### src/rtl/drop_fall_split_trace_macros.svh
// Assertion macros shared by the drop-fall split trace RTL.
// Expects clk_i and rst_ni in the scope of the including module.
`ifndef DROP_FALL_SPLIT_TRACE_MACROS_SVH
`define DROP_FALL_SPLIT_TRACE_MACROS_SVH

// Check a property on every rising clock edge outside reset.
`define DFST_ASSERT(lbl, prop, msg) \
  lbl: assert property (@(posedge clk_i) disable iff (!rst_ni) (prop)) \
    else $error(msg);

// Check that a condition in the next cycle follows from a trigger.
`define DFST_ASSERT_NEXT(lbl, ante, cons, msg) \
  lbl: assert property (@(posedge clk_i) disable iff (!rst_ni) (ante) |=> (cons)) \
    else $error(msg);

`endif

### src/rtl/dfst_pkg.sv
// Package for the drop-fall split trace block: sizes, payload and command types.
// Used by every RTL file of the block; depends on nothing.
package dfst_pkg;

  localparam int MAX_WIDTH   = 64;
  localparam int MAX_HEIGHT  = 64;
  localparam int COL_W       = $clog2(MAX_WIDTH);
  localparam int ROW_W       = $clog2(MAX_HEIGHT);
  localparam int DIM_W       = 7;
  localparam int ADDR_W      = ROW_W + COL_W;
  localparam int STORE_DEPTH = MAX_WIDTH * MAX_HEIGHT;
  localparam int POS_W       = $clog2(STORE_DEPTH + 1);
  localparam int PIX_W       = 8;

  localparam logic [PIX_W-1:0] PIX_WHITE = 8'hFF;
  localparam logic [PIX_W-1:0] PIX_BLACK = 8'h00;

  // Configuration register indexes.
  localparam int CFG_IDX_W = 1;
  localparam logic [CFG_IDX_W-1:0] REG_IMAGE_WIDTH  = 1'b0;
  localparam logic [CFG_IDX_W-1:0] REG_IMAGE_HEIGHT = 1'b1;

  // Command queue between front and back.
  localparam int QUEUE_DEPTH = 4;
  localparam int QPTR_W      = $clog2(QUEUE_DEPTH);
  localparam int QCNT_W      = $clog2(QUEUE_DEPTH + 1);

  // Reciprocal multiply for w/3, exact for every width up to 64.
  localparam int DIV3_MUL   = 43;
  localparam int DIV3_SHIFT = 7;

  typedef struct packed {
    logic [PIX_W-1:0] pixel;
    logic             last_pixel;
  } pixel_in_t;

  typedef struct packed {
    logic [ROW_W-1:0] row_index;
    logic [COL_W-1:0] cut_column;
    logic             split_status;
    logic [COL_W-1:0] min_column;
    logic [COL_W-1:0] max_column;
    logic             last_result;
  } result_t;

  typedef struct packed {
    logic [DIM_W-1:0] width;
    logic [DIM_W-1:0] height;
  } dims_t;

  typedef enum logic [1:0] {
    CMD_WRITE,
    CMD_TRACE,
    CMD_WRITE_TRACE
  } cmd_kind_e;

  typedef struct packed {
    cmd_kind_e         kind;
    logic [ADDR_W-1:0] addr;
    logic [PIX_W-1:0]  data;
  } cmd_t;

  typedef struct packed {
    logic full;
    logic empty;
  } queue_status_t;

  // Map a raw dimension register onto 1..maxv.
  function automatic logic [DIM_W-1:0] clamp_dim(input logic [DIM_W-1:0] v,
                                                 input logic [DIM_W-1:0] maxv);
    logic [DIM_W-1:0] r;
    r = v;
    if (v == '0) begin
      r = DIM_W'(1);
    end else if (v > maxv) begin
      r = maxv;
    end
    return r;
  endfunction

  // w/3 by reciprocal multiply.
  function automatic logic [COL_W-1:0] div3(input logic [DIM_W-1:0] w);
    logic [2*DIM_W-1:0] p;
    p = {{DIM_W{1'b0}}, w} * (2*DIM_W)'(DIV3_MUL);
    return p[DIV3_SHIFT +: COL_W];
  endfunction

endpackage

### src/rtl/dfst_queue.sv
// Short command queue between the front and back of the drop-fall split trace.
// Depends on dfst_pkg.
module dfst_queue import dfst_pkg::*; (
  input  logic          clk_i,
  input  logic          rst_ni,
  input  logic          push_i,
  input  cmd_t          push_cmd_i,
  input  logic          pop_i,
  output cmd_t          pop_cmd_o,
  output queue_status_t status_o
);

  cmd_t              entry_q [QUEUE_DEPTH];
  logic [QPTR_W-1:0] wr_ptr_q, wr_ptr_d;
  logic [QPTR_W-1:0] rd_ptr_q, rd_ptr_d;
  logic [QCNT_W-1:0] count_q, count_d;

  always_comb begin
    status_o.full  = (count_q == QCNT_W'(QUEUE_DEPTH));
    status_o.empty = (count_q == '0);
    pop_cmd_o      = entry_q[rd_ptr_q];
    wr_ptr_d = push_i ? wr_ptr_q + QPTR_W'(1) : wr_ptr_q;
    rd_ptr_d = pop_i  ? rd_ptr_q + QPTR_W'(1) : rd_ptr_q;
    count_d  = count_q;
    if (push_i && !pop_i) begin
      count_d = count_q + QCNT_W'(1);
    end else if (pop_i && !push_i) begin
      count_d = count_q - QCNT_W'(1);
    end
  end

  always_ff @(posedge clk_i) begin
    if (push_i) begin
      entry_q[wr_ptr_q] <= push_cmd_i;
    end
  end

  always_ff @(posedge clk_i or negedge rst_ni) begin
    if (!rst_ni) begin
      wr_ptr_q <= '0;
      rd_ptr_q <= '0;
      count_q  <= '0;
    end else begin
      wr_ptr_q <= wr_ptr_d;
      rd_ptr_q <= rd_ptr_d;
      count_q  <= count_d;
    end
  end

endmodule

### config.mk
export PLATFORM = sky130hd
export DESIGN_NAME = dfst_queue
export DESIGN_NICKNAME = d
export VERILOG_FILES = /design/src/rtl/drop_fall_split_trace_macros.svh /design/src/rtl/dfst_pkg.sv /design/src/rtl/dfst_queue.sv
export SDC_FILE = /design/constraint.sdc
export NUM_CORES = 1
export LEC_CHECK = 0
export BUFFER_PORTS_ARGS = -buffer_cell sky130_fd_sc_hd__buf_4
export CORE_UTILIZATION = 50
export CTS_BUF_LIST = sky130_fd_sc_hd__clkbuf_4
export DETAILED_ROUTE_END_ITERATION = 16
export HOLD_SLACK_MARGIN = 0.02
export PLACE_DENSITY = 0.76
export SLEW_MARGIN = 15
export SYNTH_ARGS = -nofsm -noshare
export SYNTH_HDL_FRONTEND = slang
export SYNTH_SLANG_ARGS = --single-unit
### constraint.sdc
create_clock -name clk_i -period 4.4 [get_ports clk_i]
set_input_delay 0.22 -clock clk_i [delete_from_list [all_inputs] [get_ports clk_i]]
set_output_delay 0.22 -clock clk_i [all_outputs]
set_load 0.05 [all_outputs]
==> results.toml, run 1 <==
[setup_path]
cp-end-kind = "output port"
critical_path_required_ns = 4.18
crit_fanout = 13
path_depth = 3
cp_slowest_cell = "dfrtp_1"
reg2reg_from = "wr_ptr_q[0]"
r2r_slack_ns = 2.48
startpoint_type = "flop"
cp_cell_sequence = "buf_4, mux4_1, buf_4"
critPathBufInv = 2
critical_path_class = "flop to output port"
worstRegToRegCells = 3
max_stage_delay_ns = 0.78
critPathMostFrequentCell = "buf_4"
critPathArrivalTime_ns = 2.42
cp_top_family = "flip-flops"
timing.rr.end = "entry_q[2][8]"

[floorplan]
ios = 50
die_area_um2 = 7550
num_rows = 30
die_x_um = 86.9
start_util_pct = 52.5
die_height_um = 86.9
coreArea_um2 = 6870

[global_route]
grt_max_degree = 24
grt_overflow_total = 0
grtUsageTotal_pct = 17.1
grt_pass1_wl_mm = 9.02
antenna_found_initial = 0
grt_pass1_vias = 1764

[logic_synthesis]
synth_area_leaders = "edfxtp_1 (73%), mux4_2 (11%), dfrtp_1 (4.9%), mux4_1 (2.9%), ha_1 (1.7%)"
synth-main-ff-cell = "edfxtp_1"
synth-edff-count = 88
ys_seq_area_share_pct = 78.2
ys_ff_latch = 95
syn_inst = 149
yosysMostFrequentCell = "edfxtp_1"
yosys.area.top_type = "edfxtp_1"
yosysWarnings = 0
yosys-top-cells-count = "edfxtp_1 (88), mux4_2 (18), dfrtp_1 (7)"
synth_area_per_cell_um2 = 24.2
yosysTopAreaCellShare_pct = 73.3
synthesis.area_um2 = 3600
async_flop_share_pct = 7.37
ys_types = 19
synth_nets = 181

[timing]
period_needed_ns = 2.64
tns_ns = 0
fmax_ghz = 0.379
max-slew-margin-rel_pct = 24.7
setup_viol = 0
slew_violations = 0
worst_pin_slew_ns = 1.13
clock_skew_ns = 0.0129
finalHoldViolCount = 0
post-route-period-util_pct = 60.0
rsz0062_at_grt = "no"

[clock_network]
cts_buffer_depth = 2
cts-resized-gates = 0
htree_num_levels = 3
cts.reportedPaths.clkPinSlew_ns = 0.14
clockRootBuffer = "clkbuf_4"
clk_latency_ns = 0.43
cts_tree = "done"
cts_made_buffers = 9
post-cts-setup-buffers = 0
clock_sinks = 95

[placed_design]
port_buffers = 49
dpl_cell_area_um2 = 4040
globalplace.congestion = 0.679
place_hpwl_mm = 3.67

[route]
vias = 1701
drt_first_pass_iters = 4
wl_per_cell_um = 17.6
drt_iter0_drc = 110
routed_wl_mm = 5.82
drc = 0
via_per_inst = 5.14
ant_nets = 0

[worst_hold_path]
min_path_type = "primary input to asynchronous set/reset pin"

[layout]
syn_to_final_growth_pct = 23.5
drive_gt1_share_pct = 35.7
num_antenna_cells = 0
ff_latch_area_um2 = 2820
multi_input_area_um2 = 711
nets = 262
final_area_um2 = 4450
nFillCells = 461

[pwr]
leakagePower_nw = 1.59
vdd_drop_max_mv = 0.348
powerDensity_nw_per_um2 = 689

[status]
outcome = "finished, final reports clean"

[job]
maxCapViolations = 0
## repair_timing
| action | 4_1_cts | 5_1_grt |
|---|---|---|
| hold buffers | 25 | 0 |
| setup endpoints to repair | 0 | 0 |
| endpoints found under the hold margin | 98 | 0 |
## sequential cells by signal, indices dropped and copies added (netlist names)
signal	count
rd_ptr_q	2
wr_ptr_q	2
count_q	3
entry_q	88
## report_power, final
| group | internal, mW | switching, mW |
|---|---|---|
| combinational | 0.463 | 0.775 |
| clock | 0.236 | 0.275 |
| sequential | 1.19 | 0.128 |
| total | 1.89 | 1.18 |
## worst max-delay path by stage
stage / start / endpoint / slack [ns]
after detailed placement: rd_ptr_q[0] / pop_cmd_o[8] / 2.18
after floorplan: count_q[0] / status_o[1] / 2.58
after global placement: rd_ptr_q[0] / pop_cmd_o[18] / 2.23
after CTS: rd_ptr_q[0] / pop_cmd_o[8] / 1.70
after global routing: rd_ptr_q[0] / pop_cmd_o[8] / 1.61
final: rd_ptr_q[0] / pop_cmd_o[8] / 1.76
## layout by cell type (no fill, tap or decap), types with 4 or more instances in the layout
cell / instances
and2_1: 4
buf_4: 50
clkbuf_4: 10
dfrtp_1: 7
dlygate4sd3_1: 25
edfxtp_1: 88
ha_1: 5
inv_1: 4
mux4_1: 4
mux4_2: 18
xor2_1: 4
## cell type report
type / count / area share, %
multi-input combinational: 45 / 16.0
tap: 96 / 2.70
inverter: 4 / 0.337
timing repair buffer: 75 / 14.1
clock buffer: 10 / 1.69
clock inverter: 6 / 1.94
sequential: 95 / 63.3
## through the flow
stage / setup WS (ns) / hold WS, ns / utilization, % / power [mW] / instances
floorplan: 2.58 / -0.0756 / - / 2.27 / 149
global placement: 2.23 / 0.0357 / 58.8 / 2.54 / 290
detailed placement: 2.18 / 0.0415 / 58.8 / 2.58 / 290
CTS: 1.70 / 0.104 / 64.8 / 3.10 / 331
global route: 1.61 / 0.115 / 64.8 / 3.20 / 331
finish: 1.76 / 0.113 / 64.8 / 3.07 / 331
## cell families (layout without fill, tap and decap cells)
kind of cell               after synthesis  after routing  synth area share (%)
DFF                                     95             95                  78.2
muxes                                   23             23                  14.5
and+or+nand+nor                          9              9                  1.35
buffers and inverters                    9             95                  2.12
xor gates and xnor gates                 6              6                  1.46
AOI/OAI and AO/OA                        1              1                 0.139
adders and majority gates                6              6                  2.29
## layer usage
layer	vias up	wire (um)	part of all wire (%)	GRT usage, %
li1	775	-	-	-
met1	871	2560	44	21.7
met2	46	2940	51	29.0
met3	9	238	4.1	4.17
met4	0	87	1.5	6.36
met5	-	0	0	0
No activity file was read; power rests on OpenSTA's default activity.
==> run 2, diff against run 1 <==
--- a/config.mk
+++ b/config.mk
@@ -10,7 +10,7 @@
 export CTS_BUF_LIST = sky130_fd_sc_hd__clkbuf_4
 export DETAILED_ROUTE_END_ITERATION = 16
 export HOLD_SLACK_MARGIN = 0.02
-export PLACE_DENSITY = 0.76
+export PLACE_DENSITY = 0.79
 export SLEW_MARGIN = 15
 export SYNTH_ARGS = -nofsm -noshare
 export SYNTH_HDL_FRONTEND = slang
==> constraint.sdc (replaced) <==
create_clock -name clk_i -period 2.2 [get_ports clk_i]
set_input_delay 0.11 -clock clk_i [delete_from_list [all_inputs] [get_ports clk_i]]
set_output_delay 0.11 -clock clk_i [all_outputs]
set_load 0.05 [all_outputs]
==> results.toml, run 2 (synthesized netlist as in run 1, its figures left out) <==
[placed_design]
dpl_cell_area_um2 = 4110
placed_cells = 295
place_hpwl_mm = 3.53
globalplace.congestion = 0.667
port_buffers = 49

[job]
maxCapViolations = 0

[layout]
drive_gt1_share_pct = 36.1
top_register = "entry_q"
syn_to_final_growth_pct = 25.0
largest_reg_flops = 88
nets = 268
final_area_um2 = 4510
final_cells = 337
layout_commonest_cell = "edfxtp_1"
largest_registers = "entry_q x88, count_q x3"
num_antenna_cells = 0
utilization_pct = 65.6
layout_common_cells = "edfxtp_1 (88), buf_4 (52), dlygate4sd3_1 (26), mux4_2 (18), clkbuf_4 (11)"

[clock_network]
cts_tree = "done"
cts_buffer_depth = 2
clockRootBuffer = "clkbuf_4"
post-cts-setup-buffers = 0
cts.reportedPaths.clkPinSlew_ns = 0.13
cts_made_buffers = 9
clock_sinks = 95
htree_num_levels = 3
clk_latency_ns = 0.41

[setup_path]
critPathBufInv = 2
critPathArrivalTime_ns = 1.97
critical_path_required_ns = 2.09
startpoint_type = "flop"
cp_slowest_cell = "mux4_1"
cp_top_family = "multiplexers"
cp-end-kind = "output port"
critical_path_class = "flop to output port"
cp_cell_sequence = "buf_12, mux4_1, buf_4"
max_stage_delay_ns = 0.57
crit_fanout = 19

[route]
drc = 0
wl_per_cell_um = 16.8
drt_iter0_drc = 93
routed_wl_mm = 5.66
drt_first_pass_iters = 4
via_per_inst = 5.12
vias = 1724
ant_nets = 0

[floorplan]
coreArea_um2 = 6870
num_rows = 30
start_util_pct = 52.5
die_area_um2 = 7550
ios = 50
die_height_um = 86.9
die_x_um = 86.9

[timing]
post-route-period-util_pct = 94.7
worst_pin_slew_ns = 0.479
finalHoldViolCount = 0
max-slew-margin-rel_pct = 68.1
setup_viol = 0
period_needed_ns = 2.08
fmax_ghz = 0.480
rsz0062_at_grt = "no"
slew_violations = 0
tns_ns = 0
clock_skew_ns = 0.0118

[global_route]
grt_pass1_wl_mm = 8.78
grt_overflow_total = 0
grtUsageTotal_pct = 16.5
grt_pass1_vias = 1796
grt_max_degree = 23
antenna_found_initial = 0

[worst_hold_path]
min_path_type = "primary input to flop"

[pwr]
powerDensity_nw_per_um2 = 1350
leakagePower_nw = 1.61
vdd_drop_max_mv = 0.914

[status]
outcome = "finished, final reports clean"
## run 2: changes by cell type in the layout (fill, tap and decap cells not counted)
| cell | delta |
|---|---|
| clkinv_1 | +2 |
| clkinvlp_4 | +1 |
| bufinv_16 | -1 |
| buf_4 | +2 |
| dlygate4sd3_1 | +1 |
| clkinv_4 | -2 |
| buf_12 | +3 |
| clkinv_2 | -1 |
| clkbuf_4 | +1 |
## run 2: worst paths after layout
path,startpoint,end,slack (ns),depth (start not counted)
max,rd_ptr_q[0],pop_cmd_o[21],0.12,3
min,push_cmd_i[6],entry_q[2][6],0.43,2
max reg2reg,wr_ptr_q[0],entry_q[3][10],0.69,3
min reg2reg,count_q[2],count_q[2],0.50,1
max in group asynchronous,rst_ni,rd_ptr_q[0],1.25,3
min in group asynchronous,rst_ni,wr_ptr_q[1],0.66,3
## run 2: report_power, final
| part | switching, mW | leakage [nW] | internal, mW | total (mW) |
|---|---|---|---|---|
| clock network | 0.511 | 0.0696 | 0.363 | 0.874 |
| logic | 1.68 | 0.654 | 1.00 | 2.68 |
| registers | 0.151 | 0.890 | 2.37 | 2.52 |
## run 2: repair_timing
item	in CTS	in global routing
hold buffers	26	0
resized for setup	0	0
hold endpoints to repair	99	0
## run 2: per-stage QoR
step	hold slack (ns)	worst slack [ns]	power, mW
6_report	0.430	0.116	6.08
5_1_grt	0.395	0.000805	6.36
4_1_cts	0.398	0.0400	6.15
3_5_place_dp	-0.0671	0.518	5.25
3_3_place_gp	-0.0659	0.564	5.19
2_1_floorplan	-0.186	0.491	4.54
## run 2: per-layer routing
metal,up-vias,track usage [%],wire [um]
li1,787,-,-
met4,0,4.55,12
met5,-,0,0
met3,2,5.02,339
met2,65,27.8,2890
met1,870,21.2,2420
## run 2: final cells by class
type	count	area, um2
sequential	95	2820
fill	475	2360
multi-input combinational	45	711
timing repair buffer	81	711
tap	96	120
clock buffer	11	82.6
clock inverter	5	48.8
inverter	4	15.0
==> run 3, diff against run 2 <==
==> constraint.sdc (replaced) <==
create_clock -name clk_i -period 1.9 [get_ports clk_i]
set_input_delay 0.095 -clock clk_i [delete_from_list [all_inputs] [get_ports clk_i]]
set_output_delay 0.095 -clock clk_i [all_outputs]
set_load 0.05 [all_outputs]
==> results.toml, run 3 (synthesized netlist as in run 1, its figures left out) <==
[layout]
layout_commonest_cell = "edfxtp_1"
largest_registers = "entry_q x88, count_q x3"
layout_common_cells = "edfxtp_1 (88), buf_4 (37), dlygate4sd3_1 (26), mux4_2 (21), buf_6 (17)"
syn_to_final_growth_pct = 27.1
multi_input_area_um2 = 699
top_register = "entry_q"
final_area_um2 = 4580
ff_latch_area_um2 = 2820
largest_reg_flops = 88
num_antenna_cells = 0
nFillCells = 460
nets = 270
final_cells = 339
drive_gt1_share_pct = 39.1
utilization_pct = 66.7

[placed_design]
place_hpwl_mm = 3.51
port_buffers = 49
dpl_cell_area_um2 = 4120
dp_slack_ns = 0.355
placed_cells = 296
globalplace.congestion = 0.654

[timing]
rsz0062_at_grt = "yes"
tns_ns = 0
finalHoldViolCount = 0
timing.hold.ws_ns = 0.390
slew_violations = 0
setup_viol = 0
max-slew-margin-rel_pct = 76.4
period_needed_ns = 1.89
worst_pin_slew_ns = 0.353
finalWorstSetupSlack_ns = 0.00554
fmax_ghz = 0.528
clock_skew_ns = 0.0123
post-route-period-util_pct = 99.7

[floorplan]
die_x_um = 86.9
num_rows = 30
die_height_um = 86.9
ios = 50
die_area_um2 = 7550
start_util_pct = 52.5
coreArea_um2 = 6870

[setup_path]
critical_path_required_ns = 1.80
startpoint_type = "flop"
reg2reg_from = "wr_ptr_q[0]"
cp_cell_sequence = "buf_12, mux4_2, buf_6"
worstRegToRegCells = 4
crit_fanout = 15
max_stage_delay_ns = 0.56
critical_path_class = "flop to output port"
critPathArrivalTime_ns = 1.80
cp-end-kind = "output port"
cp_slowest_cell = "mux4_2"
r2r_slack_ns = 0.44
timing.rr.end = "entry_q[2][20]"

[job]
maxCapViolations = 0

[route]
drc = 0
wl_per_cell_um = 17.0
drt_first_pass_iters = 4
drt_iter0_drc = 134
vias = 1703
ant_nets = 0
via_per_inst = 5.02
routed_wl_mm = 5.77

[clock_network]
cts_tree = "done"
htree_num_levels = 3
cts_made_buffers = 9
cts_buffer_depth = 2
clockRootBuffer = "clkbuf_4"
clk_latency_ns = 0.44
cts.reportedPaths.clkPinSlew_ns = 0.13
clock_sinks = 95

[worst_hold_path]
min_path_type = "primary input to flop"
min_path_cells = 3
hp-start = "pop_i"
hold_end = "rd_ptr_q[0]"

[pwr]
leakagePower_nw = 1.64
vdd_drop_max_mv = 0.835
powerDensity_nw_per_um2 = 1600
power_mw = 7.34

[global_route]
grt_max_degree = 23
grt_overflow_total = 0
grtUsageTotal_pct = 17.1
antenna_found_initial = 0
grt_pass1_wl_mm = 9.05
grt_pass1_vias = 1855

[status]
outcome = "finished, final reports clean"
run 3: worst max-delay path by stage:
stage	startpoint	endpoint	slack [ns]	cells past startpoint
finish	rd_ptr_q[0]	pop_cmd_o[3]	0.006	3
global route	rd_ptr_q[0]	pop_cmd_o[3]	-0.07	3
CTS	rd_ptr_q[0]	pop_cmd_o[2]	-0.03	3
detailed placement	rd_ptr_q[0]	pop_cmd_o[21]	0.36	3
global placement	rd_ptr_q[0]	pop_cmd_o[21]	0.35	3
floorplan	count_q[0]	status_o[1]	0.21	1
run 3: per-layer routing:
metal	vias up	routed length [um]	GRT usage, %
met4	0	130	10.0
met3	10	168	3.22
li1	791	-	-
met1	858	2530	21.6
met5	-	0	0
met2	44	2930	28.1
run 3: repair_timing:
action,CTS,global route
hold buffers,26,0
gates resized for setup,17,4
setup endpoints to repair,19,21
setup buffers,1,0
endpoints found under the hold margin,99,0
run 3: cell type report:
class	count	area share [%]
Sequential cell	95	61.5
Timing Repair Buffer	83	17.2
Multi-Input combinational cell	45	15.3
Tap cell	96	2.62
Clock inverter	7	1.58
Clock buffer	9	1.47
Inverter	4	0.328
run 3: worst max-delay path: cells and delay by family (launching register included):
family                 cells  cell delay (ns)
buffers and inverters      2             0.37
flip-flops                 1             0.44
multiplexers               1             0.56
run 3: power by group:
part / internal [mW] / total [mW] / switching, mW
combinational: 1.35 / 3.35 / 1.99
clock: 0.404 / 1.05 / 0.651
sequential: 2.75 / 2.94 / 0.185
total: 4.51 / 7.34 / 2.83
