**src/rtl/drop_fall_split_trace_macros.svh**
```systemverilog
// Assertion macros shared by the drop-fall split trace RTL.
// Expects clk_i and rst_ni in the scope of the including module.
`ifndef DROP_FALL_SPLIT_TRACE_MACROS_SVH
`define DROP_FALL_SPLIT_TRACE_MACROS_SVH

// Check a property on every rising clock edge outside reset.
`define DFST_ASSERT(lbl, prop, msg) \
  lbl: assert property (@(posedge clk_i) disable iff (!rst_ni) (prop)) \
    else $error(msg);

// Check that a condition in the next cycle follows from a trigger.
`define DFST_ASSERT_NEXT(lbl, ante, cons, msg) \
  lbl: assert property (@(posedge clk_i) disable iff (!rst_ni) (ante) |=> (cons)) \
    else $error(msg);

`endif

```
**src/rtl/dfst_pkg.sv**
```systemverilog
// Package for the drop-fall split trace block: sizes, payload and command types.
// Used by every RTL file of the block; depends on nothing.
package dfst_pkg;

  localparam int MAX_WIDTH   = 64;
  localparam int MAX_HEIGHT  = 64;
  localparam int COL_W       = $clog2(MAX_WIDTH);
  localparam int ROW_W       = $clog2(MAX_HEIGHT);
  localparam int DIM_W       = 7;
  localparam int ADDR_W      = ROW_W + COL_W;
  localparam int STORE_DEPTH = MAX_WIDTH * MAX_HEIGHT;
  localparam int POS_W       = $clog2(STORE_DEPTH + 1);
  localparam int PIX_W       = 8;

  localparam logic [PIX_W-1:0] PIX_WHITE = 8'hFF;
  localparam logic [PIX_W-1:0] PIX_BLACK = 8'h00;

  // Configuration register indexes.
  localparam int CFG_IDX_W = 1;
  localparam logic [CFG_IDX_W-1:0] REG_IMAGE_WIDTH  = 1'b0;
  localparam logic [CFG_IDX_W-1:0] REG_IMAGE_HEIGHT = 1'b1;

  // Command queue between front and back.
  localparam int QUEUE_DEPTH = 4;
  localparam int QPTR_W      = $clog2(QUEUE_DEPTH);
  localparam int QCNT_W      = $clog2(QUEUE_DEPTH + 1);

  // Reciprocal multiply for w/3, exact for every width up to 64.
  localparam int DIV3_MUL   = 43;
  localparam int DIV3_SHIFT = 7;

  typedef struct packed {
    logic [PIX_W-1:0] pixel;
    logic             last_pixel;
  } pixel_in_t;

  typedef struct packed {
    logic [ROW_W-1:0] row_index;
    logic [COL_W-1:0] cut_column;
    logic             split_status;
    logic [COL_W-1:0] min_column;
    logic [COL_W-1:0] max_column;
    logic             last_result;
  } result_t;

  typedef struct packed {
    logic [DIM_W-1:0] width;
    logic [DIM_W-1:0] height;
  } dims_t;

  typedef enum logic [1:0] {
    CMD_WRITE,
    CMD_TRACE,
    CMD_WRITE_TRACE
  } cmd_kind_e;

  typedef struct packed {
    cmd_kind_e         kind;
    logic [ADDR_W-1:0] addr;
    logic [PIX_W-1:0]  data;
  } cmd_t;

  typedef struct packed {
    logic full;
    logic empty;
  } queue_status_t;

  // Map a raw dimension register onto 1..maxv.
  function automatic logic [DIM_W-1:0] clamp_dim(input logic [DIM_W-1:0] v,
                                                 input logic [DIM_W-1:0] maxv);
    logic [DIM_W-1:0] r;
    r = v;
    if (v == '0) begin
      r = DIM_W'(1);
    end else if (v > maxv) begin
      r = maxv;
    end
    return r;
  endfunction

  // w/3 by reciprocal multiply.
  function automatic logic [COL_W-1:0] div3(input logic [DIM_W-1:0] w);
    logic [2*DIM_W-1:0] p;
    p = {{DIM_W{1'b0}}, w} * (2*DIM_W)'(DIV3_MUL);
    return p[DIV3_SHIFT +: COL_W];
  endfunction

endpackage

```
**src/rtl/dfst_front.sv**
```systemverilog
// Front end of the drop-fall split trace: accepts pixels, places them in the image
// and queues write and trace commands. Depends on dfst_pkg.
`include "drop_fall_split_trace_macros.svh"

module dfst_front import dfst_pkg::*; (
  input  logic      clk_i,
  input  logic      rst_ni,
  input  dims_t     dims_i,
  input  logic      in_valid_i,
  output logic      in_stall_o,
  input  pixel_in_t in_data_i,
  output logic      push_o,
  output cmd_t      push_cmd_o,
  input  logic      full_i
);

  localparam int DIV_CNT_W = $clog2(POS_W + 1);
  localparam logic [DIM_W-1:0] ROW_SAT = DIM_W'(MAX_HEIGHT);

  logic [POS_W-1:0]     pos_q, pos_d;
  logic [DIM_W-1:0]     row_q, row_d;
  logic [COL_W-1:0]     col_q, col_d;
  logic [DIM_W-1:0]     wprev_q, wprev_d;
  logic [DIV_CNT_W-1:0] div_cnt_q, div_cnt_d;
  logic [DIM_W-1:0]     div_rem_q, div_rem_d;
  logic [POS_W-1:0]     div_quo_q, div_quo_d;
  logic [POS_W-1:0]     div_dvd_q, div_dvd_d;

  logic [DIM_W-1:0] w, h;
  logic             w_changed, div_busy, accept, in_image;
  logic [DIM_W:0]   trial;
  logic             take;
  logic [DIM_W-1:0] rem_n;
  logic [POS_W-1:0] quo_n;

  always_comb begin
    w         = dims_i.width;
    h         = dims_i.height;
    w_changed = (w != wprev_q);
    div_busy  = (div_cnt_q != '0);
    in_stall_o = full_i | div_busy | w_changed;
    accept    = in_valid_i & ~in_stall_o;
    in_image  = (row_q < h);

    // One restoring-division step of the load position by the width.
    trial = {div_rem_q, div_dvd_q[POS_W-1]};
    take  = (trial >= {1'b0, w});
    rem_n = take ? DIM_W'(trial - {1'b0, w}) : trial[DIM_W-1:0];
    quo_n = {div_quo_q[POS_W-2:0], take};
  end

  always_comb begin
    push_cmd_o.addr = {row_q[ROW_W-1:0], col_q};
    push_cmd_o.data = in_data_i.pixel;
    if (in_image && in_data_i.last_pixel) begin
      push_cmd_o.kind = CMD_WRITE_TRACE;
    end else if (in_image) begin
      push_cmd_o.kind = CMD_WRITE;
    end else begin
      push_cmd_o.kind = CMD_TRACE;
    end
    // Drop pixels beyond the image unless they close it.
    push_o = accept & (in_image | in_data_i.last_pixel);
  end

  always_comb begin
    pos_d     = pos_q;
    row_d     = row_q;
    col_d     = col_q;
    wprev_d   = wprev_q;
    div_cnt_d = div_cnt_q;
    div_rem_d = div_rem_q;
    div_quo_d = div_quo_q;
    div_dvd_d = div_dvd_q;
    if (w_changed) begin
      // Re-derive row and column of the load position under the new width.
      wprev_d   = w;
      div_cnt_d = DIV_CNT_W'(POS_W);
      div_rem_d = '0;
      div_quo_d = '0;
      div_dvd_d = pos_q;
    end else if (div_busy) begin
      div_cnt_d = div_cnt_q - DIV_CNT_W'(1);
      div_rem_d = rem_n;
      div_quo_d = quo_n;
      div_dvd_d = {div_dvd_q[POS_W-2:0], 1'b0};
      if (div_cnt_q == DIV_CNT_W'(1)) begin
        row_d = (quo_n > POS_W'(MAX_HEIGHT)) ? ROW_SAT : quo_n[DIM_W-1:0];
        col_d = rem_n[COL_W-1:0];
      end
    end else if (accept) begin
      if (in_data_i.last_pixel) begin
        pos_d = '0;
        row_d = '0;
        col_d = '0;
      end else if (pos_q != POS_W'(STORE_DEPTH)) begin
        pos_d = pos_q + POS_W'(1);
        if (({1'b0, col_q} + DIM_W'(1)) == w) begin
          col_d = '0;
          if (row_q != ROW_SAT) begin
            row_d = row_q + DIM_W'(1);
          end
        end else begin
          col_d = col_q + COL_W'(1);
        end
      end
    end
  end

  always_ff @(posedge clk_i or negedge rst_ni) begin
    if (!rst_ni) begin
      pos_q     <= '0;
      row_q     <= '0;
      col_q     <= '0;
      wprev_q   <= DIM_W'(MAX_WIDTH);
      div_cnt_q <= '0;
      div_rem_q <= '0;
      div_quo_q <= '0;
      div_dvd_q <= '0;
    end else begin
      pos_q     <= pos_d;
      row_q     <= row_d;
      col_q     <= col_d;
      wprev_q   <= wprev_d;
      div_cnt_q <= div_cnt_d;
      div_rem_q <= div_rem_d;
      div_quo_q <= div_quo_d;
      div_dvd_q <= div_dvd_d;
    end
  end

  `DFST_ASSERT(a_col_in_row, (!div_busy && !w_changed) |-> ({1'b0, col_q} < w), "load column left the row")

endmodule

```
**config.mk**
```make
export PLATFORM = sky130hd
export DESIGN_NAME = dfst_front
export DESIGN_NICKNAME = d
export VERILOG_FILES = /design/src/rtl/dfst_pkg.sv /design/src/rtl/dfst_front.sv
export VERILOG_INCLUDE_DIRS = /design/src /design/src/rtl
export SDC_FILE = /design/constraint.sdc
export NUM_CORES = 1
export LEC_CHECK = 0
export BUFFER_PORTS_ARGS = -buffer_cell sky130_fd_sc_hd__buf_2
export CORE_MARGIN = 4
export CORE_UTILIZATION = 45
export CTS_BUF_LIST = sky130_fd_sc_hd__clkbuf_2
export DETAILED_ROUTE_END_ITERATION = 10
export GPL_ROUTABILITY_DRIVEN = 0
export PLACE_DENSITY_LB_ADDON = 0.08
export SLEW_MARGIN = 20
export SYNTH_ARGS = -nofsm -noshare
export SYNTH_HDL_FRONTEND = slang
export SYNTH_SLANG_ARGS = --single-unit
```
**constraint.sdc**
```tcl
create_clock -name clk_i -period 4.1 [get_ports clk_i]
set_input_delay 0.615 -clock clk_i [delete_from_list [all_inputs] [get_ports clk_i]]
set_output_delay 0.615 -clock clk_i [all_outputs]
set_load 0.05 [all_outputs]
```
==> results of run 1 <==
[layout make-up]
| class | instances | area (sq um) | area share [%] |
|---|---|---|---|
| Tap cell | 133 | 166 | 3.53 |
| Clock buffer | 11 | 55.1 | 1.17 |
| Inverter | 32 | 120 | 2.55 |
| Clock inverter | 5 | 27.5 | 0.584 |
| Timing Repair Buffer | 44 | 248 | 5.25 |
| Sequential cell | 69 | 1730 | 36.6 |
| Multi-Input combinational cell | 353 | 2370 | 50.3 |
[metal layers]
metal	GRT usage [%]	wire, um	vias to the layer above
li1	-	-	1783
met1	26.7	5110	1745
met2	31.5	4960	80
met3	3.60	438	16
met4	6.67	195	0
met5	0	0	-
[power breakdown]
| group | total (uW) | switching, uW | internal, uW |
|---|---|---|---|
| clock | 332 | 251 | 80.7 |
| sequential | 688 | 2.70 | 686 |
| combinational | 87.1 | 56.8 | 30.3 |
| total | 1110 | 311 | 797 |
[worst max-delay path: cells and delay by family, from the launching register on]
family	cells	cell delay [ps]
simple gates	3	1410
xor+xnor	1	170
buf+inv	1	220
flops	1	420
[stage by stage]
stage	area, sq um	total power, uW
2_1_floorplan	4460	772
3_3_place_gp	4620	787
3_5_place_dp	4620	789
4_1_cts	4720	1130
5_1_grt	4720	1160
6_report	4720	1110
[logic make-up (layout without fill, tap and decap cells)]
| kind of cell | count (synthesis) | in the layout | synth area share (%) |
|---|---|---|---|
| AND/OR/NAND/NOR | 180 | 180 | 21.7 |
| AO/OA/AOI/OAI | 108 | 108 | 16.1 |
| buffers and inverters | 76 | 92 | 8.06 |
| flip-flops | 69 | 69 | 38.8 |
| XOR/XNOR | 24 | 24 | 4.72 |
| adder cells (fa/ha/maj) | 21 | 21 | 6.06 |
| multiplexers | 20 | 20 | 4.63 |
[what timing repair did]
action                                 CTS  global route
hold buffers                             1             0
gates resized for setup                  0             0
buffers inserted                         0             0
endpoints found under the hold margin    4             0
[how the worst max path moves through the flow]
stage / to
6_report: in_stall_o
5_1_grt: in_stall_o
4_1_cts: in_stall_o
3_5_place_dp: row_q[4]
3_3_place_gp: row_q[3]
2_1_floorplan: push_o
[registers in the layout, summed over array words and instances, names as in the netlist]
name	count
row_q	7
wprev_q	7
pos_q	13
div_rem_q	7
div_cnt_q	4
div_quo_q	12
col_q	6
div_dvd_q	13
[cells in the final DEF, fill, tap and decap left out, drive strengths merged, types with 11 or more instances in the layout]
cell | Yosys | final
a21oi | 25 | 25
buf | 16 | 43
clkbuf | 28 | 11
dfrtp | 68 | 68
ha | 20 | 20
inv | 32 | 32
mux2i | 15 | 15
nand2 | 62 | 62
nand3 | 20 | 20
nor2 | 30 | 30
nor4 | 11 | 11
o21ai | 25 | 25
xnor2 | 11 | 11
xor2 | 13 | 13
==> results.py, run 1 <==
metrics = {
    "status": {
        "status": "finished, final reports clean",
    },
    "sta": {
        "min_period_ps": 3340,
        "tightestPinTransition_ps": 781,
        "layout_setup_ws_ps": 757,
        "hold_slack_ps": 239,
        "fin_tns_setup_ps": 0,
        "hold_viol": 0,
        "period_share_pct": 81.5,
        "slew_violations": 0,
        "maxSlewHeadroom_pct": 47.7,
        "final-setup-viol-count": 0,
        "fmax_ghz": 0.299,
        "rsz0062_at_grt": "no",
        "skew_ps": 16.2,
    },
    "die": {
        "start_util_pct": 45.8,
        "die_width_um": 108,
        "core-area_sq_um": 9730,
        "ios": 51,
        "core.rowCount": 36,
        "die_h_um": 108,
        "dieArea_sq_um": 11600,
    },
    "synthesis": {
        "yosys_warnings": 0,
        "syn_area_per_cell_sq_um": 8.95,
        "synth_top_area_share_pct": 38.2,
        "synthTopCellsByCount": "dfrtp_1 (68), nand2_1 (62), inv_1 (32), nor2_1 (30)",
        "yosys.area.top_type": "dfrtp_1",
        "netlist_area_sq_um": 4460,
        "synthFlopType": "dfrtp_1",
        "ys_seq_area_share_pct": 38.8,
        "syn_nets": 546,
        "synth.area.top_cells": "dfrtp_1 (38%), ha_1 (5.6%), nand2_1 (5.2%)",
        "ys_ff_latch": 69,
        "synth-edff-count": 0,
        "synthArstFlopShare_pct": 100,
        "synth_cells": 498,
        "synth_cell_type_count": 73,
        "synth_most_common_cell": "dfrtp_1",
    },
    "grt": {
        "grt_max_degree": 40,
        "grt_util_all_layers_pct": 19.6,
        "first_global_vias": 3611,
        "grt_pass1_wl_um": 18200,
        "antenna_found_initial": 0,
        "grt-ovfl-total": 0,
    },
    "setup_path": {
        "arrival_ps": 2730,
        "cpPeakStageDelay_ps": 490,
        "crit_start": "wprev_q[2]",
        "timing.rr.start": "col_q[0]",
        "cp_cell_sequence": "xor2_1, nor4_4, nand2_1, or3_1, buf_2",
        "rr_worst_depth": 7,
        "crit_type": "flip-flop to output pin",
        "crit_path_start_kind": "flip-flop",
        "rrSetupSlack_ps": 1130,
        "path_max_fanout": 17,
        "worstSetupEndpointType": "output pin",
        "required_ps": 3480,
        "crit_slowest_cell": "nor4_4",
        "r2r-end": "row_q[3]",
    },
    "cts": {
        "htree_num_levels": 3,
        "cts_buffers": 9,
        "clock-sinks": 69,
        "cts.clk_slew.worst_paths_ps": 180,
        "cts_tree": "built",
        "root_buffer": "clkbuf_2",
        "clk_path_buf_depth": 2,
        "insertion_delay_ps": 510,
    },
    "placed_design": {
        "numPlacedInstances": 630,
        "portBuffers": 34,
        "pre_cts_slack_ps": 805,
        "dpl.hpwl_um": 7720,
    },
    "job": {
        "drv_cap": 0,
    },
    "cells_and_area": {
        "insertedDiodeCount": 0,
        "area_growth_pct": 5.78,
        "finalNetCount": 557,
        "fin_cells": 647,
        "drive_gt1_share_pct": 17.3,
        "final_util_pct": 48.5,
        "nFillCells": 974,
    },
    "detailed_routing": {
        "dr.first_iter.drc_count": 187,
        "drt-vias-per-instance": 5.60,
        "vias": 3624,
        "ant_nets": 0,
        "wl_per_cell_um": 16.5,
        "drc": 0,
        "wl_um": 10700,
        "dr.pass1.iters": 4,
    },
    "hold_path": {
        "min_path_cells": 1,
        "hold_start": "dims_i[13]",
        "holdCritPathClass": "input pin to flip-flop",
        "hold_path_end": "wprev_q[6]",
    },
    "pwr": {
        "leakage_uw": 0.00214,
        "ir_drop_mv": 0.117,
        "power_density_nw_per_um2": 235,
    },
}
Power figures use the tool's default switching activity.
==> run 2, diff against run 1 <==
==> constraint.sdc (replaced) <==
create_clock -name clk_i -period 3 [get_ports clk_i]
set_input_delay 0.45 -clock clk_i [delete_from_list [all_inputs] [get_ports clk_i]]
set_output_delay 0.45 -clock clk_i [all_outputs]
set_load 0.05 [all_outputs]
==> results.py, run 2 (synthesis results as in run 1) <==
metrics = {
    "status": {
        "status": "finished, final reports clean",
    },
    "cts": {
        "cts.clk_slew.worst_paths_ps": 200,
        "htree_num_levels": 3,
        "cts_tree": "built",
        "root_buffer": "clkbuf_2",
        "clock-sinks": 69,
        "clk_path_buf_depth": 2,
        "cts_setup_buffers": 0,
        "cts_buffers": 9,
        "insertion_delay_ps": 500,
    },
    "cells_and_area": {
        "reg_top3": "div_dvd_q x13, pos_q x13, div_quo_q x12",
        "finalNetCount": 566,
        "layout_common_cells": "dfrtp_1 (67), nand2_1 (62), buf_2 (33)",
        "insertedDiodeCount": 0,
        "mostFrequentLayoutCell": "dfrtp_1",
        "area_growth_pct": 8.67,
        "fin_cells": 656,
        "drive_gt1_share_pct": 18.5,
    },
    "sta": {
        "final-setup-viol-count": 0,
        "hold_slack_ps": 102,
        "fmax_ghz": 0.347,
        "fin_tns_setup_ps": 0,
        "min_period_ps": 2880,
        "tightestPinTransition_ps": 770,
        "rsz0062_at_grt": "no",
        "hold_viol": 0,
        "slew_violations": 0,
        "skew_ps": 23.1,
        "maxSlewHeadroom_pct": 48.7,
        "period_share_pct": 96.0,
    },
    "pwr": {
        "leakage_uw": 0.00220,
        "power_density_nw_per_um2": 344,
        "ir_drop_mv": 0.225,
        "power_uw": 1670,
    },
    "setup_path": {
        "crit_slowest_cell": "dfrtp_2",
        "required_ps": 2550,
        "path_buf_inv": 1,
        "crit_path_start_kind": "flip-flop",
        "crit_type": "flip-flop to output pin",
        "arrival_ps": 2430,
        "cpPeakStageDelay_ps": 480,
        "cp_cell_sequence": "ha_1, a21o_1, a21o_1, a21oi_1, o21ai_1, a21oi_1, clkbuf_4",
        "path_max_fanout": 6,
        "cp_top_family": "compound AO/OA/AOI/OAI gates",
        "worstSetupEndpointType": "output pin",
    },
    "detailed_routing": {
        "vias": 3618,
        "drc": 0,
        "drt-vias-per-instance": 5.52,
        "dr.pass1.iters": 4,
        "wl_um": 10400,
        "ant_nets": 0,
        "dr.first_iter.drc_count": 155,
        "wl_per_cell_um": 15.9,
    },
    "grt": {
        "grt_pass1_wl_um": 17600,
        "grt_max_degree": 39,
        "grt_util_all_layers_pct": 19.1,
        "antenna_found_initial": 0,
        "first_global_vias": 3567,
        "grt-ovfl-total": 0,
    },
    "die": {
        "start_util_pct": 45.8,
        "die_width_um": 108,
        "die_h_um": 108,
        "ios": 51,
        "dieArea_sq_um": 11600,
        "core.rowCount": 36,
        "core-area_sq_um": 9730,
    },
    "job": {
        "drv_cap": 0,
    },
    "placed_design": {
        "portBuffers": 34,
        "dpl.hpwl_um": 7730,
        "numPlacedInstances": 639,
    },
    "hold_path": {
        "holdCritPathClass": "input pin to flip-flop",
    },
}
run 2: worst register-to-register path: cells and delay by family, from the launching register on:
family / cells / cell delay [ps]
simple gates: 4 / 1700
flops: 1 / 470
xor+xnor: 1 / 170
fa+ha+maj: 1 / 320
compound gates: 1 / 100
run 2: cell type report:
cell class              count  area (sq um)
clock buffers              10          50.0
inverters                  32           120
fillers                   967          4880
multi-input cells         353          2370
repair buffers             53           330
clock inverters             6          77.6
flip-flops and latches     69          1730
well taps                 133           166
run 2: metrics by stage:
step | setup WS [ps] | area (sq um) | utilization [%]
after floorplan | 5.28 | 4460 | -
after global placement | 259 | 4700 | 48.3
after detailed placement | 237 | 4700 | 48.3
after CTS | 18.6 | 4840 | 49.8
after global routing | 5.06 | 4840 | 49.8
final | 121 | 4840 | 49.8
run 2: worst paths after layout:
| kind | slack, ps | from | endpoint | cells past startpoint |
|---|---|---|---|---|
| min reg2reg | 540 | div_dvd_q[0] | div_dvd_q[0] | 2 |
| max | 120 | row_q[1] | push_o | 7 |
| max in group asynchronous | 1750 | rst_ni | wprev_q[6] | 3 |
| min | 100 | dims_i[13] | wprev_q[6] | 1 |
| min in group asynchronous | 540 | rst_ni | col_q[0] | 2 |
| max reg2reg | 210 | col_q[1] | row_q[3] | 7 |
run 2: routing by layer:
layer / up-vias / track usage, % / wire length (um)
li1: 1796 / - / -
met1: 1724 / 25.7 / 4900
met2: 82 / 30.3 / 4790
met3: 16 / 3.90 / 506
met4: 0 / 6.94 / 212
met5: - / 0 / 0
run 2: power by group:
group	total, uW	internal, uW	switching, uW
clock network	602	272	330
logic	125	45.2	80.2
registers	940	937	3.13
total	1670	1250	413
run 2: timing repair:
item / 4_1_cts / 5_1_grt
endpoints found under the setup margin: 0 / 1
resized for setup: 0 / 2
endpoints found under the hold margin: 23 / 0
hold buffers: 1 / 0
==> run 3, diff against run 2 <==
--- a/config.mk
+++ b/config.mk
@@ -6,7 +6,7 @@
 export SDC_FILE = /design/constraint.sdc
 export NUM_CORES = 1
 export LEC_CHECK = 0
-export BUFFER_PORTS_ARGS = -buffer_cell sky130_fd_sc_hd__buf_2
+export BUFFER_PORTS_ARGS = -buffer_cell sky130_fd_sc_hd__buf_4
 export CORE_MARGIN = 4
 export CORE_UTILIZATION = 45
 export CTS_BUF_LIST = sky130_fd_sc_hd__clkbuf_2
==> results.py, run 3 (synthesis results as in run 1) <==
metrics = {
    "pwr": {
        "power_density_nw_per_um2": 358,
        "p_seq_share_pct": 53.2,
        "switchingPower_uw": 423,
        "switching_share_pct": 24.0,
        "power_uw": 1770,
        "pwr-share-clk_pct": 39.4,
        "leakage_uw": 0.00223,
        "ir_drop_mv": 0.207,
        "combPwrFrac_pct": 7.4,
        "p_int_uw": 1340,
    },
    "cells_and_area": {
        "area_growth_pct": 10.7,
        "layout_common_cells": "dfrtp_1 (68), nand2_1 (62), buf_4 (50)",
        "multiInputGateArea_sq_um": 2370,
        "insertedDiodeCount": 0,
        "mostFrequentLayoutCell": "dfrtp_1",
        "nFillCells": 963,
        "finalNetCount": 565,
        "register_area_sq_um": 1730,
        "final_util_pct": 50.7,
        "drive_gt1_share_pct": 18.2,
        "reg_top3": "div_dvd_q x13, pos_q x13, div_quo_q x12",
        "finish.instance_area_sq_um": 4930,
    },
    "hold_path": {
        "holdCritPathClass": "input pin to asynchronous set/reset pin",
    },
    "sta": {
        "fin_tns_setup_ps": 0,
        "slew_violations": 0,
        "hold_viol": 0,
        "final-setup-viol-count": 0,
        "tightestPinTransition_ps": 896,
        "min_period_ps": 2880,
        "skew_ps": 20.6,
        "period_share_pct": 96.0,
        "hold_slack_ps": 25.7,
        "fmax_ghz": 0.347,
        "maxSlewHeadroom_pct": 40.3,
    },
    "grt": {
        "grt_max_degree": 70,
        "grt_pass1_wl_um": 17900,
        "grt-ovfl-total": 0,
        "first_global_vias": 3588,
        "grt_util_all_layers_pct": 19.2,
        "antenna_found_initial": 0,
    },
    "detailed_routing": {
        "dr.first_iter.drc_count": 208,
        "drc": 0,
        "wl_per_cell_um": 16.1,
        "vias": 3619,
        "wl_um": 10500,
        "ant_nets": 0,
        "dr.pass1.iters": 6,
        "drt-vias-per-instance": 5.53,
    },
    "die": {
        "die_width_um": 108,
        "core.rowCount": 36,
        "core-area_sq_um": 9730,
        "die_h_um": 108,
        "dieArea_sq_um": 11600,
        "ios": 51,
        "start_util_pct": 45.8,
    },
    "setup_path": {
        "cp_cell_sequence": "xor2_1, nor4_4, nand2_1, buf_6, or3_1, buf_6",
        "worstSetupEndpointType": "output pin",
        "cp_top_family": "simple AND/OR/NAND/NOR gates",
        "arrival_ps": 2430,
        "crit_slowest_cell": "nor4_4",
        "crit_type": "flip-flop to output pin",
        "required_ps": 2550,
        "cpPeakStageDelay_ps": 430,
        "path_max_fanout": 15,
        "crit_path_start_kind": "flip-flop",
        "path_buf_inv": 2,
        "crit_top_cell": "buf_6",
    },
    "placed_design": {
        "dpl_cell_area_sq_um": 4750,
        "dpl.hpwl_um": 7490,
        "portBuffers": 34,
    },
    "cts": {
        "cts_buffers": 9,
        "root_buffer": "clkbuf_2",
        "cts.clk_slew.worst_paths_ps": 200,
        "clk_path_buf_depth": 2,
        "insertion_delay_ps": 500,
        "htree_num_levels": 3,
        "cts_tree": "built",
        "clock-sinks": 69,
    },
    "job": {
        "drv_cap": 0,
    },
    "status": {
        "status": "finished, final reports clean",
    },
}
## run 3: cell count changes in the layout (fill, tap and decap cells not counted), sizes merged
| cell | change |
|---|---|
| clkbuf | -1 |
| dlygate4sd3 | -1 |
| bufinv | +1 |
| clkinv | -1 |
| buf | +1 |
## run 3: routing by layer
metal,part of all wire [%],vias up,GRT usage (%)
li1,-,1792,-
met1,47,1741,26.9
met2,47,75,30.6
met3,4.0,11,3.06
met4,1.2,0,5.68
met5,0,-,0
## run 3: repair_timing
item | CTS | global route
resized for setup | 0 | 2
setup endpoints to repair | 0 | 2
setup buffers | 0 | 4
hold buffers | 0 | 0
endpoints found under the hold margin | 0 | 0
## run 3: path summary, 6_finish.rpt
kind | startpoint | endpoint | slack (ps) | cells past startpoint
max | wprev_q[4] | in_stall_o | 120 | 6
min | rst_ni | wprev_q[4] | 30 | 1
max reg2reg | col_q[1] | row_q[3] | 190 | 7
min reg2reg | div_dvd_q[0] | div_dvd_q[0] | 540 | 2
max in group asynchronous | rst_ni | div_rem_q[0] | 2380 | 1
min in group clk_i | dims_i[13] | wprev_q[6] | 70 | 1
## run 3: layout make-up
| type | count | share of cell area [%] |
|---|---|---|
| Clock buffer | 10 | 1.01 |
| Clock inverter | 6 | 2.05 |
| Inverter | 32 | 2.43 |
| Multi-Input combinational cell | 353 | 48.0 |
| Sequential cell | 69 | 35.0 |
| Tap cell | 133 | 3.37 |
| Timing Repair Buffer | 52 | 8.06 |
## run 3: stage by stage
step | setup WS (ps) | std cells
global placement | 265 | 635
global route | -2.86 | 655
CTS | 38.1 | 651
finish | 121 | 655
detailed placement | 173 | 635
floorplan | 5.28 | 498
## run 3: power by group through the flow
stage | combinational, uW | clock, uW | sequential (uW)
2_1_floorplan | 97.2 | 0 | 958
3_3_place_gp | 128 | 0 | 957
3_5_place_dp | 129 | 0 | 957
4_1_cts | 129 | 718 | 941
5_1_grt | 147 | 757 | 942
6_report | 131 | 696 | 941
